<file path="src/hdl/rlc_pkg.sv">
// shared types and constants of the reference counted lru cache
`default_nettype none
package rlc_pkg;

  localparam int CAPACITY   = 16;
  localparam int KEY_BITS   = 32;
  localparam int VALUE_BITS = 32;
  localparam int REF_BITS   = 16;
  localparam int HIT_BITS   = 32;
  localparam int CFG_BITS   = 5;
  localparam int REC_W      = $clog2(CAPACITY);
  localparam int CNT_W      = $clog2(CAPACITY + 1);

  localparam logic [REF_BITS-1:0] REF_MAX = '1;
  localparam logic [HIT_BITS-1:0] HIT_MAX = '1;
  localparam logic [CFG_BITS-1:0] MAX_UNPINNED_RESET = CFG_BITS'(16);

  typedef enum logic [1:0] {
    CMD_HAS     = 2'd0,
    CMD_FIND    = 2'd1,
    CMD_ADD     = 2'd2,
    CMD_RELEASE = 2'd3
  } cmd_t;

  typedef enum logic [2:0] {
    ST_OK        = 3'd0,
    ST_NOT_FOUND = 3'd1,
    ST_UNDERFLOW = 3'd2,
    ST_FULL      = 3'd3,
    ST_DUPLICATE = 3'd4
  } status_t;

  typedef enum logic [2:0] {
    OP_NONE,
    OP_FIND,
    OP_RELEASE,
    OP_EVICT,
    OP_INSERT
  } cell_op_t;

  typedef enum logic [1:0] {
    S_IDLE,
    S_EXEC,
    S_ADD
  } state_t;

  // controller to every cell
  typedef struct packed {
    cell_op_t              op;
    logic                  evict_mode;
    logic [KEY_BITS-1:0]   key;
    logic [VALUE_BITS-1:0] value;
    logic [REC_W-1:0]      oldest_r;
    logic                  drop_en;
    logic [REC_W-1:0]      drop_r;
    logic                  bump_en;
  } bcast_t;

  // fields of the selected cell, or-ed along the chain
  typedef struct packed {
    logic                  hit;
    logic [VALUE_BITS-1:0] payload;
    logic [KEY_BITS-1:0]   key;
    logic [REF_BITS-1:0]   refs;
    logic [HIT_BITS-1:0]   hits;
    logic [REC_W-1:0]      recency;
  } gather_t;

endpackage
`default_nettype wire

</file>
<file path="src/hdl/rlc_if.sv">
// request, response and configuration channel interfaces
`default_nettype none
interface rlc_req_if;
  logic                           valid;
  logic                           ready;
  logic [1:0]                     cmd;
  logic [rlc_pkg::KEY_BITS-1:0]   key;
  logic [rlc_pkg::VALUE_BITS-1:0] value;
  modport source (output valid, cmd, key, value, input ready);
  modport sink (input valid, cmd, key, value, output ready);
endinterface

interface rlc_rsp_if;
  logic                           valid;
  logic                           ready;
  logic                           found;
  logic [rlc_pkg::VALUE_BITS-1:0] data;
  logic [rlc_pkg::REF_BITS-1:0]   ref_count;
  logic [rlc_pkg::HIT_BITS-1:0]   hit_count;
  logic [2:0]                     status;
  logic                           evicted;
  logic [rlc_pkg::KEY_BITS-1:0]   evicted_key;
  logic                           last;
  modport source (output valid, found, data, ref_count, hit_count, status, evicted,
                  evicted_key, last, input ready);
  modport sink (input valid, found, data, ref_count, hit_count, status, evicted,
                evicted_key, last, output ready);
endinterface

interface rlc_cfg_if;
  logic                         valid;
  logic                         ready;
  logic [rlc_pkg::CFG_BITS-1:0] data;
  modport source (output valid, data, input ready);
  modport sink (input valid, data, output ready);
endinterface
`default_nettype wire

</file>
<file path="src/hdl/rlc_cell.sv">
// one cache slot: key match, recency keeping and its link of the chain
`default_nettype none
module rlc_cell (
  input  wire logic             clk,
  input  wire logic             rst,
  input  wire rlc_pkg::bcast_t  bc,
  input  wire rlc_pkg::gather_t gather_in,
  output rlc_pkg::gather_t      gather_out,
  input  wire logic             free_in,
  output logic                  free_out
);

  logic                           valid;
  logic [rlc_pkg::KEY_BITS-1:0]   key;
  logic [rlc_pkg::VALUE_BITS-1:0] payload;
  logic [rlc_pkg::REF_BITS-1:0]   refs;
  logic [rlc_pkg::HIT_BITS-1:0]   hits;
  logic [rlc_pkg::REC_W-1:0]      recency;
  logic                           sel;
  logic                           unpinned;
  logic                           grab;

  assign unpinned = valid && (refs == '0);
  assign sel = valid && (bc.evict_mode ? (unpinned && (recency == bc.oldest_r))
                                       : (key == bc.key));
  assign grab     = free_in && !valid;
  assign free_out = free_in && valid;

  always_comb begin
    gather_out.hit     = gather_in.hit | sel;
    gather_out.payload = gather_in.payload | (sel ? payload : '0);
    gather_out.key     = gather_in.key | (sel ? key : '0);
    gather_out.refs    = gather_in.refs | (sel ? refs : '0);
    gather_out.hits    = gather_in.hits | (sel ? hits : '0);
    gather_out.recency = gather_in.recency | (sel ? recency : '0);
  end

  always_ff @(posedge clk) begin
    if (rst) begin
      valid   <= 1'b0;
      refs    <= '0;
      hits    <= '0;
      recency <= '0;
    end else begin
      unique case (bc.op)
        rlc_pkg::OP_FIND: begin
          if (sel) begin
            if (hits != rlc_pkg::HIT_MAX) hits <= hits + 1'b1;
            if (refs == '0) refs <= rlc_pkg::REF_BITS'(1);
            else if (refs != rlc_pkg::REF_MAX) refs <= refs + 1'b1;
          end else if (bc.drop_en && unpinned && (recency > bc.drop_r)) begin
            recency <= recency - 1'b1;
          end
        end
        rlc_pkg::OP_RELEASE: begin
          if (sel) begin
            refs <= refs - 1'b1;
            if (refs == rlc_pkg::REF_BITS'(1)) recency <= '0;
          end else if (bc.bump_en && unpinned) begin
            recency <= recency + 1'b1;
          end
        end
        rlc_pkg::OP_EVICT: begin
          if (sel) begin
            valid   <= 1'b0;
            refs    <= '0;
            hits    <= '0;
            recency <= '0;
          end
        end
        rlc_pkg::OP_INSERT: begin
          if (grab) begin
            valid   <= 1'b1;
            key     <= bc.key;
            payload <= bc.value;
            refs    <= '0;
            hits    <= '0;
            recency <= '0;
          end else if (unpinned) begin
            recency <= recency + 1'b1;
          end
        end
        default: begin
        end
      endcase
    end
  end

endmodule
`default_nettype wire

</file>
<file path="src/hdl/rlc_ctrl.sv">
// command sequencer, unpinned count, config register and response register
`default_nettype none
module rlc_ctrl (
  input  wire logic             clk,
  input  wire logic             rst,
  rlc_req_if.sink               req,
  rlc_rsp_if.source             rsp,
  rlc_cfg_if.sink               cfg,
  output rlc_pkg::bcast_t       bc,
  input  wire rlc_pkg::gather_t g,
  input  wire logic             no_free
);

  rlc_pkg::state_t                state;
  rlc_pkg::state_t                state_next;
  rlc_pkg::cmd_t                  cmd;
  logic [rlc_pkg::KEY_BITS-1:0]   key;
  logic [rlc_pkg::VALUE_BITS-1:0] value;
  logic [rlc_pkg::CFG_BITS-1:0]   max_unpinned;
  logic [rlc_pkg::CNT_W-1:0]      unpinned_count;
  logic [rlc_pkg::CNT_W-1:0]      unpinned_count_next;
  logic [rlc_pkg::CFG_BITS-1:0]   limit;
  logic                           emit_ok;
  logic                           load;
  logic                           need_evict;

  logic                           o_valid;
  logic                           o_found;
  logic [rlc_pkg::VALUE_BITS-1:0] o_data;
  logic [rlc_pkg::REF_BITS-1:0]   o_refs;
  logic [rlc_pkg::HIT_BITS-1:0]   o_hits;
  rlc_pkg::status_t               o_status;
  logic                           o_evicted;
  logic [rlc_pkg::KEY_BITS-1:0]   o_evkey;
  logic                           o_last;

  logic                           n_found;
  logic [rlc_pkg::VALUE_BITS-1:0] n_data;
  logic [rlc_pkg::REF_BITS-1:0]   n_refs;
  logic [rlc_pkg::HIT_BITS-1:0]   n_hits;
  rlc_pkg::status_t               n_status;
  logic                           n_evicted;
  logic [rlc_pkg::KEY_BITS-1:0]   n_evkey;
  logic                           n_last;

  assign req.ready = (state == rlc_pkg::S_IDLE);
  assign cfg.ready = 1'b1;
  assign emit_ok   = !o_valid || rsp.ready;
  assign limit     = (max_unpinned == '0) ? rlc_pkg::CFG_BITS'(1) : max_unpinned;
  assign need_evict = (unpinned_count != '0) &&
                      ((32'(unpinned_count) >= 32'(limit)) || no_free);

  always_ff @(posedge clk) begin
    if (rst) state <= rlc_pkg::S_IDLE;
    else state <= state_next;
  end

  always_comb begin
    state_next          = state;
    unpinned_count_next = unpinned_count;
    load                = 1'b0;
    bc.op               = rlc_pkg::OP_NONE;
    bc.evict_mode       = (state == rlc_pkg::S_ADD);
    bc.key              = key;
    bc.value            = value;
    bc.oldest_r         = rlc_pkg::REC_W'(unpinned_count - 1'b1);
    bc.drop_en          = 1'b0;
    bc.drop_r           = g.recency;
    bc.bump_en          = 1'b0;
    n_found             = 1'b0;
    n_data              = '0;
    n_refs              = '0;
    n_hits              = '0;
    n_status            = rlc_pkg::ST_OK;
    n_evicted           = 1'b0;
    n_evkey             = '0;
    n_last              = 1'b1;
    unique case (state)
      rlc_pkg::S_IDLE: begin
        if (req.valid) state_next = rlc_pkg::S_EXEC;
      end
      rlc_pkg::S_EXEC: begin
        if (emit_ok) begin
          unique case (cmd)
            rlc_pkg::CMD_HAS: begin
              load       = 1'b1;
              n_found    = g.hit;
              n_status   = g.hit ? rlc_pkg::ST_OK : rlc_pkg::ST_NOT_FOUND;
              state_next = rlc_pkg::S_IDLE;
            end
            rlc_pkg::CMD_FIND: begin
              load       = 1'b1;
              state_next = rlc_pkg::S_IDLE;
              if (!g.hit) begin
                n_status = rlc_pkg::ST_NOT_FOUND;
              end else begin
                bc.op   = rlc_pkg::OP_FIND;
                n_found = 1'b1;
                n_data  = g.payload;
                n_hits  = (g.hits != rlc_pkg::HIT_MAX) ? g.hits + 1'b1 : g.hits;
                if (g.refs == '0) begin
                  n_refs     = rlc_pkg::REF_BITS'(1);
                  bc.drop_en = 1'b1;
                  if (unpinned_count != '0) unpinned_count_next = unpinned_count - 1'b1;
                end else begin
                  n_refs = (g.refs != rlc_pkg::REF_MAX) ? g.refs + 1'b1 : g.refs;
                end
              end
            end
            rlc_pkg::CMD_RELEASE: begin
              load       = 1'b1;
              state_next = rlc_pkg::S_IDLE;
              if (!g.hit) begin
                n_status = rlc_pkg::ST_NOT_FOUND;
              end else begin
                n_found = 1'b1;
                n_data  = g.payload;
                n_hits  = g.hits;
                if (g.refs == '0) begin
                  n_status = rlc_pkg::ST_UNDERFLOW;
                end else begin
                  bc.op  = rlc_pkg::OP_RELEASE;
                  n_refs = g.refs - 1'b1;
                  if (g.refs == rlc_pkg::REF_BITS'(1)) begin
                    bc.bump_en          = 1'b1;
                    unpinned_count_next = unpinned_count + 1'b1;
                  end
                end
              end
            end
            default: begin
              if (g.hit) begin
                load       = 1'b1;
                n_found    = 1'b1;
                n_data     = g.payload;
                n_refs     = g.refs;
                n_hits     = g.hits;
                n_status   = rlc_pkg::ST_DUPLICATE;
                state_next = rlc_pkg::S_IDLE;
              end else begin
                state_next = rlc_pkg::S_ADD;
              end
            end
          endcase
        end
      end
      rlc_pkg::S_ADD: begin
        if (emit_ok) begin
          load = 1'b1;
          if (need_evict) begin
            // the oldest unpinned entry holds recency count-1
            bc.op               = rlc_pkg::OP_EVICT;
            n_data              = g.payload;
            n_refs              = g.refs;
            n_hits              = g.hits;
            n_evicted           = 1'b1;
            n_evkey             = g.key;
            n_last              = 1'b0;
            unpinned_count_next = unpinned_count - 1'b1;
          end else if (no_free) begin
            n_status   = rlc_pkg::ST_FULL;
            state_next = rlc_pkg::S_IDLE;
          end else begin
            bc.op               = rlc_pkg::OP_INSERT;
            n_data              = value;
            unpinned_count_next = unpinned_count + 1'b1;
            state_next          = rlc_pkg::S_IDLE;
          end
        end
      end
      default: state_next = rlc_pkg::S_IDLE;
    endcase
  end

  always_ff @(posedge clk) begin
    if (rst) begin
      unpinned_count <= '0;
      max_unpinned   <= rlc_pkg::MAX_UNPINNED_RESET;
      o_valid        <= 1'b0;
    end else begin
      unpinned_count <= unpinned_count_next;
      if (cfg.valid) max_unpinned <= cfg.data;
      if (load) o_valid <= 1'b1;
      else if (rsp.ready) o_valid <= 1'b0;
    end
  end

  always_ff @(posedge clk) begin
    if (req.valid && req.ready) begin
      cmd   <= rlc_pkg::cmd_t'(req.cmd);
      key   <= req.key;
      value <= req.value;
    end
    if (load) begin
      o_found   <= n_found;
      o_data    <= n_data;
      o_refs    <= n_refs;
      o_hits    <= n_hits;
      o_status  <= n_status;
      o_evicted <= n_evicted;
      o_evkey   <= n_evkey;
      o_last    <= n_last;
    end
  end

  assign rsp.valid       = o_valid;
  assign rsp.found       = o_found;
  assign rsp.data        = o_data;
  assign rsp.ref_count   = o_refs;
  assign rsp.hit_count   = o_hits;
  assign rsp.status      = o_status;
  assign rsp.evicted     = o_evicted;
  assign rsp.evicted_key = o_evkey;
  assign rsp.last        = o_last;

`ifndef ASSERT_OFF
  a_count_range: assert property (@(posedge clk) disable iff (rst)
    32'(unpinned_count) <= rlc_pkg::CAPACITY)
    else $error("unpinned count above capacity");

  a_accept_exec: assert property (@(posedge clk) disable iff (rst)
    (req.valid && req.ready) |=> (state == rlc_pkg::S_EXEC))
    else $error("accepted request did not start");

  a_evict_count: assert property (@(posedge clk) disable iff (rst)
    (bc.op == rlc_pkg::OP_EVICT) |=> (unpinned_count == $past(unpinned_count) - 1'b1))
    else $error("eviction did not lower unpinned count");

  a_evict_hit: assert property (@(posedge clk) disable iff (rst)
    (bc.op == rlc_pkg::OP_EVICT) |-> g.hit)
    else $error("eviction without an oldest entry");
`endif

endmodule
`default_nettype wire

</file>
<file path="src/hdl/refcounted_lru_cache.sv">
// Reference counted LRU cache: a row of slot cells driven by one sequencer.
// Channels: req (cmd, key, value) in, rsp (found, data, ref_count,
// hit_count, status, evicted, evicted_key, last) out, cfg writes
// max_unpinned and is always ready. All use valid/ready; a request is taken
// when both are high. Each request gives one or more responses, the final
// one with last set; an add first gives one response per evicted entry.
// Timing: a request is taken in the idle state and run in the exec state;
// an add then goes on in the add state with one eviction per cycle, while
// rsp does not stall, through the recency order. Responses are registered;
// the key match over all cells is combinational.
// The next request is taken while the last response still waits in the
// output register. If rsp stalls, the sequencer holds and nothing is lost.
// Reset clears every slot, the unpinned count and sets max_unpinned to 16;
// there is no clearing pass.
`default_nettype none
module refcounted_lru_cache (
  input  wire logic clk,
  input  wire logic rst,
  rlc_req_if.sink   req,
  rlc_rsp_if.source rsp,
  rlc_cfg_if.sink   cfg
);

  rlc_pkg::bcast_t  bc;
  rlc_pkg::gather_t gather [rlc_pkg::CAPACITY+1];
  logic             free_chain [rlc_pkg::CAPACITY+1];

  assign gather[0]     = '0;
  assign free_chain[0] = 1'b1;

  for (genvar i = 0; i < rlc_pkg::CAPACITY; i++) begin : g_cell
    rlc_cell u_cell (
      .clk        (clk),
      .rst        (rst),
      .bc         (bc),
      .gather_in  (gather[i]),
      .gather_out (gather[i+1]),
      .free_in    (free_chain[i]),
      .free_out   (free_chain[i+1])
    );
  end

  rlc_ctrl u_ctrl (
    .clk     (clk),
    .rst     (rst),
    .req     (req),
    .rsp     (rsp),
    .cfg     (cfg),
    .bc      (bc),
    .g       (gather[rlc_pkg::CAPACITY]),
    .no_free (free_chain[rlc_pkg::CAPACITY])
  );

endmodule
`default_nettype wire
</file>
<file path="src/flat_wrapper.sv">
// flat-port wrapper written by rule: the top's interface ports become plain ports
module refcounted_lru_cache_flat 
  (clk, rst, req_valid, req_cmd, req_key, req_value, req_ready, rsp_valid, rsp_found, rsp_data, rsp_ref_count, rsp_hit_count, rsp_status, rsp_evicted, rsp_evicted_key, rsp_last, rsp_ready, cfg_valid, cfg_data, cfg_ready);
  rlc_req_if req_i ();
  rlc_rsp_if rsp_i ();
  rlc_cfg_if cfg_i ();
  input  wire logic clk;
  input  wire logic rst;
  input wire logic [$bits(req_i.valid)-1:0] req_valid;
  input wire logic [$bits(req_i.cmd)-1:0] req_cmd;
  input wire logic [$bits(req_i.key)-1:0] req_key;
  input wire logic [$bits(req_i.value)-1:0] req_value;
  output wire logic [$bits(req_i.ready)-1:0] req_ready;
  output wire logic [$bits(rsp_i.valid)-1:0] rsp_valid;
  output wire logic [$bits(rsp_i.found)-1:0] rsp_found;
  output wire logic [$bits(rsp_i.data)-1:0] rsp_data;
  output wire logic [$bits(rsp_i.ref_count)-1:0] rsp_ref_count;
  output wire logic [$bits(rsp_i.hit_count)-1:0] rsp_hit_count;
  output wire logic [$bits(rsp_i.status)-1:0] rsp_status;
  output wire logic [$bits(rsp_i.evicted)-1:0] rsp_evicted;
  output wire logic [$bits(rsp_i.evicted_key)-1:0] rsp_evicted_key;
  output wire logic [$bits(rsp_i.last)-1:0] rsp_last;
  input wire logic [$bits(rsp_i.ready)-1:0] rsp_ready;
  input wire logic [$bits(cfg_i.valid)-1:0] cfg_valid;
  input wire logic [$bits(cfg_i.data)-1:0] cfg_data;
  output wire logic [$bits(cfg_i.ready)-1:0] cfg_ready;
  assign req_i.valid = req_valid;
  assign req_i.cmd = req_cmd;
  assign req_i.key = req_key;
  assign req_i.value = req_value;
  assign req_ready = req_i.ready;
  assign rsp_valid = rsp_i.valid;
  assign rsp_found = rsp_i.found;
  assign rsp_data = rsp_i.data;
  assign rsp_ref_count = rsp_i.ref_count;
  assign rsp_hit_count = rsp_i.hit_count;
  assign rsp_status = rsp_i.status;
  assign rsp_evicted = rsp_i.evicted;
  assign rsp_evicted_key = rsp_i.evicted_key;
  assign rsp_last = rsp_i.last;
  assign rsp_i.ready = rsp_ready;
  assign cfg_i.valid = cfg_valid;
  assign cfg_i.data = cfg_data;
  assign cfg_ready = cfg_i.ready;
  refcounted_lru_cache u_core (.clk(clk), .rst(rst), .req(req_i), .rsp(rsp_i), .cfg(cfg_i));
endmodule
</file>
<file path="config.mk">
export PLATFORM = sky130hd
export DESIGN_NAME = refcounted_lru_cache_flat
export DESIGN_NICKNAME = d
export VERILOG_FILES = /design/src/hdl/rlc_pkg.sv /design/src/hdl/rlc_if.sv /design/src/hdl/rlc_cell.sv /design/src/hdl/rlc_ctrl.sv /design/src/hdl/refcounted_lru_cache.sv /design/src/flat_wrapper.sv
export SDC_FILE = /design/constraint.sdc
export NUM_CORES = 2
export LEC_CHECK = 0
export ABC_CLOCK_PERIOD_IN_PS = 20100
export BUFFER_PORTS_ARGS = -buffer_cell sky130_fd_sc_hd__buf_2
export CORE_ASPECT_RATIO = 0.8
export CORE_UTILIZATION = 40
export DETAILED_ROUTE_END_ITERATION = 8
export PLACE_DENSITY = 0.64
export SETUP_SLACK_MARGIN = 0.5
export SYNTH_ARGS = -nofsm -noshare
export SYNTH_HDL_FRONTEND = slang
export SYNTH_SLANG_ARGS = --single-unit
</file>
<file path="constraint.sdc">
create_clock -name clk -period 20.1 [get_ports clk]
set_input_delay 0 -clock clk [delete_from_list [all_inputs] [get_ports clk]]
set_output_delay 0 -clock clk [all_outputs]
set_load 0.005 [all_outputs]
</file>
==> run metrics <==
Leak Pwr 41.1 nW; Yosys top cell area share 31.9%; area leader, netlist edfxtp_1; biggest cell delay along the critical path 830 ps; Clock transition at path regs 70 ps; via count 110k; worst min-delay path class input port to register; Initial Util 40.3%; critical path class register to register; main combinational cell family by area after synthesis simple AND/OR/NAND/NOR gates; Routed met1 length 251000 um; Die ar. 286000 um2; crit-path most repeated cell buf_4; Avg Synthesized Cell Area 9.49 um2; worst hold margin 42.5 ps; Area contributors post-synth edfxtp_1 (32%), dfxtp_1 (15%), xor2_1 (5.2%); Multi-input gate area 55900 um2; RSZ-0062 raised after global routing no; slew margin rel. -7.28%; Clock Tree Buf Depth 4; compound-gate portion of the synthesized area 17.9%; TritonCTS clock tree yes; dpl hpwl 451000 um; share of layout cells above drive strength 1 9.02%; die width 598 um; Sinks on Clock Net 2069; final slew viol count 5; largest net degree at the start of global routing 157; Root Buffer clkbuf_16; area share of and/or/nand/nor cells after synthesis 20.1%; DR WL met2 229000 um; Antenna Nets Post-Route 0; Initial DRC Count 21.4k; Fin Setup TNS 0 ps; final setup fails 0; Area Growth Syn to Fin 12.4%; routed wl met3 107000 um; wire length per cell 38.6 um; I/O pin count 197; most frequent cells in the layout edfxtp_1 (1208), nand2_1 (917), dfxtp_1 (861); H-tree levels 4; final WL 620000 um; synth unique cells 112; Net Count, Synth 12.2k; CP cell instances buf_4, xor2_1, nor4_1, nand4_1, nor3_4, buf_4, nor2_1, o2111ai_1, nor4_2, ha_1, inv_1, nor4_2, nand3_2, o21ai_4, buf_12, buf_4, buf_4, nand3_1, o32ai_1, nand2_1, a21oi_1; Post-synth ARST share 0%; mux contribution to synthesized area 0.461%; GP Congestion 1.16; crit end category register; number of global-route vias before repair 94.8k; register area 53500 um2; first-pass GRT wire length 828000 um; fin crit share 48.9%; flops & latches, synth 2069; CTS buffer count 222; most common cell after layout, fill and taps aside edfxtp_1; post-synthesis sequential area ratio 47.1%; Max Freq 102 MHz; PD cells 72.1 nW/um2; post-synthesis instance total 12.0k; Die Ht 479 um; Via density 6.87; Tmin final 9820 ps; Arr. time, crit path 10650 ps; initial antenna violation count 71; DRC Markers 0; total global-route track usage 41.6%; Post-Synth XOR/XNOR Area 8.08%; final number of hold-violating endpoints 0; worst clock skew 123 ps; Adder-Cell Fraction of Synth Area 1.97%; IO Port Bufs 195; First-pass DRT Iterations 7; failing checks capacitance limit, slew limit; grt ovf 0; Nets 12.3k; Top delay family on crit path simple AND/OR/NAND/NOR gates; fillers 26.9k; Ys Warns 0; EDFF count, synth 1208; row cnt 174; startpoint types register; clk_lat worst skew 960 ps; # Post-CTS Setup Buffers 0; Core Box Area 282000 um2; Top FF cell, synth edfxtp_1; max cap viols 4; WP data required 20930 ps; Peak VDD IR 75.4 uV; Least-Margin Pin Slew 1590 ps; Worst path slowest cell nor4_2; Crit path buffers/inverters 6; top routing layer in use met5; area of the mapped netlist 114000 um2; outcome complete, but fails checks; CP max FO 156
[cells in the mapped netlist (all sizes together), types with 351 or more instances]
master and count:
nor4 463, xor2 671, nor2 882, o21ai 752
edfxtp 1208, inv 351, nand2 920, clkbuf 585
nand3 481, dfxtp 861, a21oi 683, nor3 531
[final timing paths]
| kind | startpoint | end | slack [ps] | depth (start not counted) |
|---|---|---|---|---|
| setup / recovery | u_core.u_ctrl.key[11]$_DFFE_PP_ | u_core.g_cell[9].u_cell.refs[15]$_SDFFE_PP0P_ | 10280 | 21 |
| hold / removal | req_value[23] | u_core.u_ctrl.value[23]$_DFFE_PP_ | 40 | 2 |
| setup reg to reg | u_core.u_ctrl.key[11]$_DFFE_PP_ | u_core.g_cell[9].u_cell.refs[15]$_SDFFE_PP0P_ | 10280 | 21 |
| hold reg to reg | u_core.g_cell[10].u_cell.hits[25]$_SDFFE_PP0P_ | u_core.g_cell[10].u_cell.hits[25]$_SDFFE_PP0P_ | 480 | 2 |
[cell families after synthesis]
| family | count (synthesis) |
|---|---|
| mux | 52 |
| compound gates | 3004 |
| fa+ha+maj | 179 |
| flops | 2069 |
| xor+xnor | 1013 |
| buf+inv | 1211 |
| simple gates | 4455 |
| other cells | 1 |
[layout make-up]
class | count | share of cell area [%]
inverter | 353 | 1.04
clock inverter | 111 | 0.787
timing repair buffer | 713 | 4.16
multi-input combinational | 8704 | 43.7
clock buffer | 287 | 4.68
tap | 3784 | 3.70
sequential | 2069 | 41.9
antenna | 22 | 0.0431
[flip-flops by register name (all words and copies together), names as in the netlist, 2 cells and up]
| register | flops |
|---|---|
| u_core.g_cell.u_cell.recency | 64 |
| u_core.u_ctrl.rsp.data | 32 |
| u_core.u_ctrl.key | 32 |
| u_core.u_ctrl.rsp.hit_count | 32 |
| u_core.u_ctrl.value | 32 |
| u_core.g_cell.u_cell.hits | 512 |
| u_core.u_ctrl.state | 2 |
| u_core.u_ctrl.rsp.status | 3 |
| u_core.g_cell.u_cell.valid | 16 |
| u_core.u_ctrl.max_unpinned | 5 |
| u_core.g_cell.u_cell.refs | 256 |
| u_core.g_cell.u_cell.key | 512 |
| u_core.u_ctrl.rsp.evicted_key | 32 |
| u_core.u_ctrl.unpinned_count | 5 |
| u_core.u_ctrl.cmd | 2 |
| u_core.u_ctrl.rsp.ref_count | 16 |
| u_core.g_cell.u_cell.payload | 512 |
[metal layers]
| layer | vias up | GRT usage (%) |
|---|---|---|
| met4 | 64 | 17.7 |
| met2 | 9116 | 52.5 |
| met5 | - | 0.331 |
| met3 | 1406 | 20.3 |
| li1 | 45500 | - |
| met1 | 54000 | 58.7 |
[power by group]
group	total, mW	switching (mW)	internal [mW]
Combinational	0.521	0.374	0.147
Sequential	4.54	0.0364	4.51
Clock	4.15	1.86	2.29
Total	9.22	2.27	6.95
[per-stage QoR]
step           std cells  util (%)  power, mW  area, um2  setup slack [ps]
6_report           16000      45.3       9.22     128000             10280
5_1_grt            16000      45.3       9.37     128000             10230
3_3_place_gp       15500      42.3       5.10     119000             11080
2_1_floorplan      12000         -       4.89     114000              7480
4_1_cts            16000      45.3       9.18     128000             10960
3_5_place_dp       15500      42.3       5.10     119000             11020
[repair_timing]
item                                   in CTS  in global routing
resized for setup                           0                  0
endpoints found under the hold margin     164                  0
hold buffers                              157                  0
(Power assumes the default switching activity.)
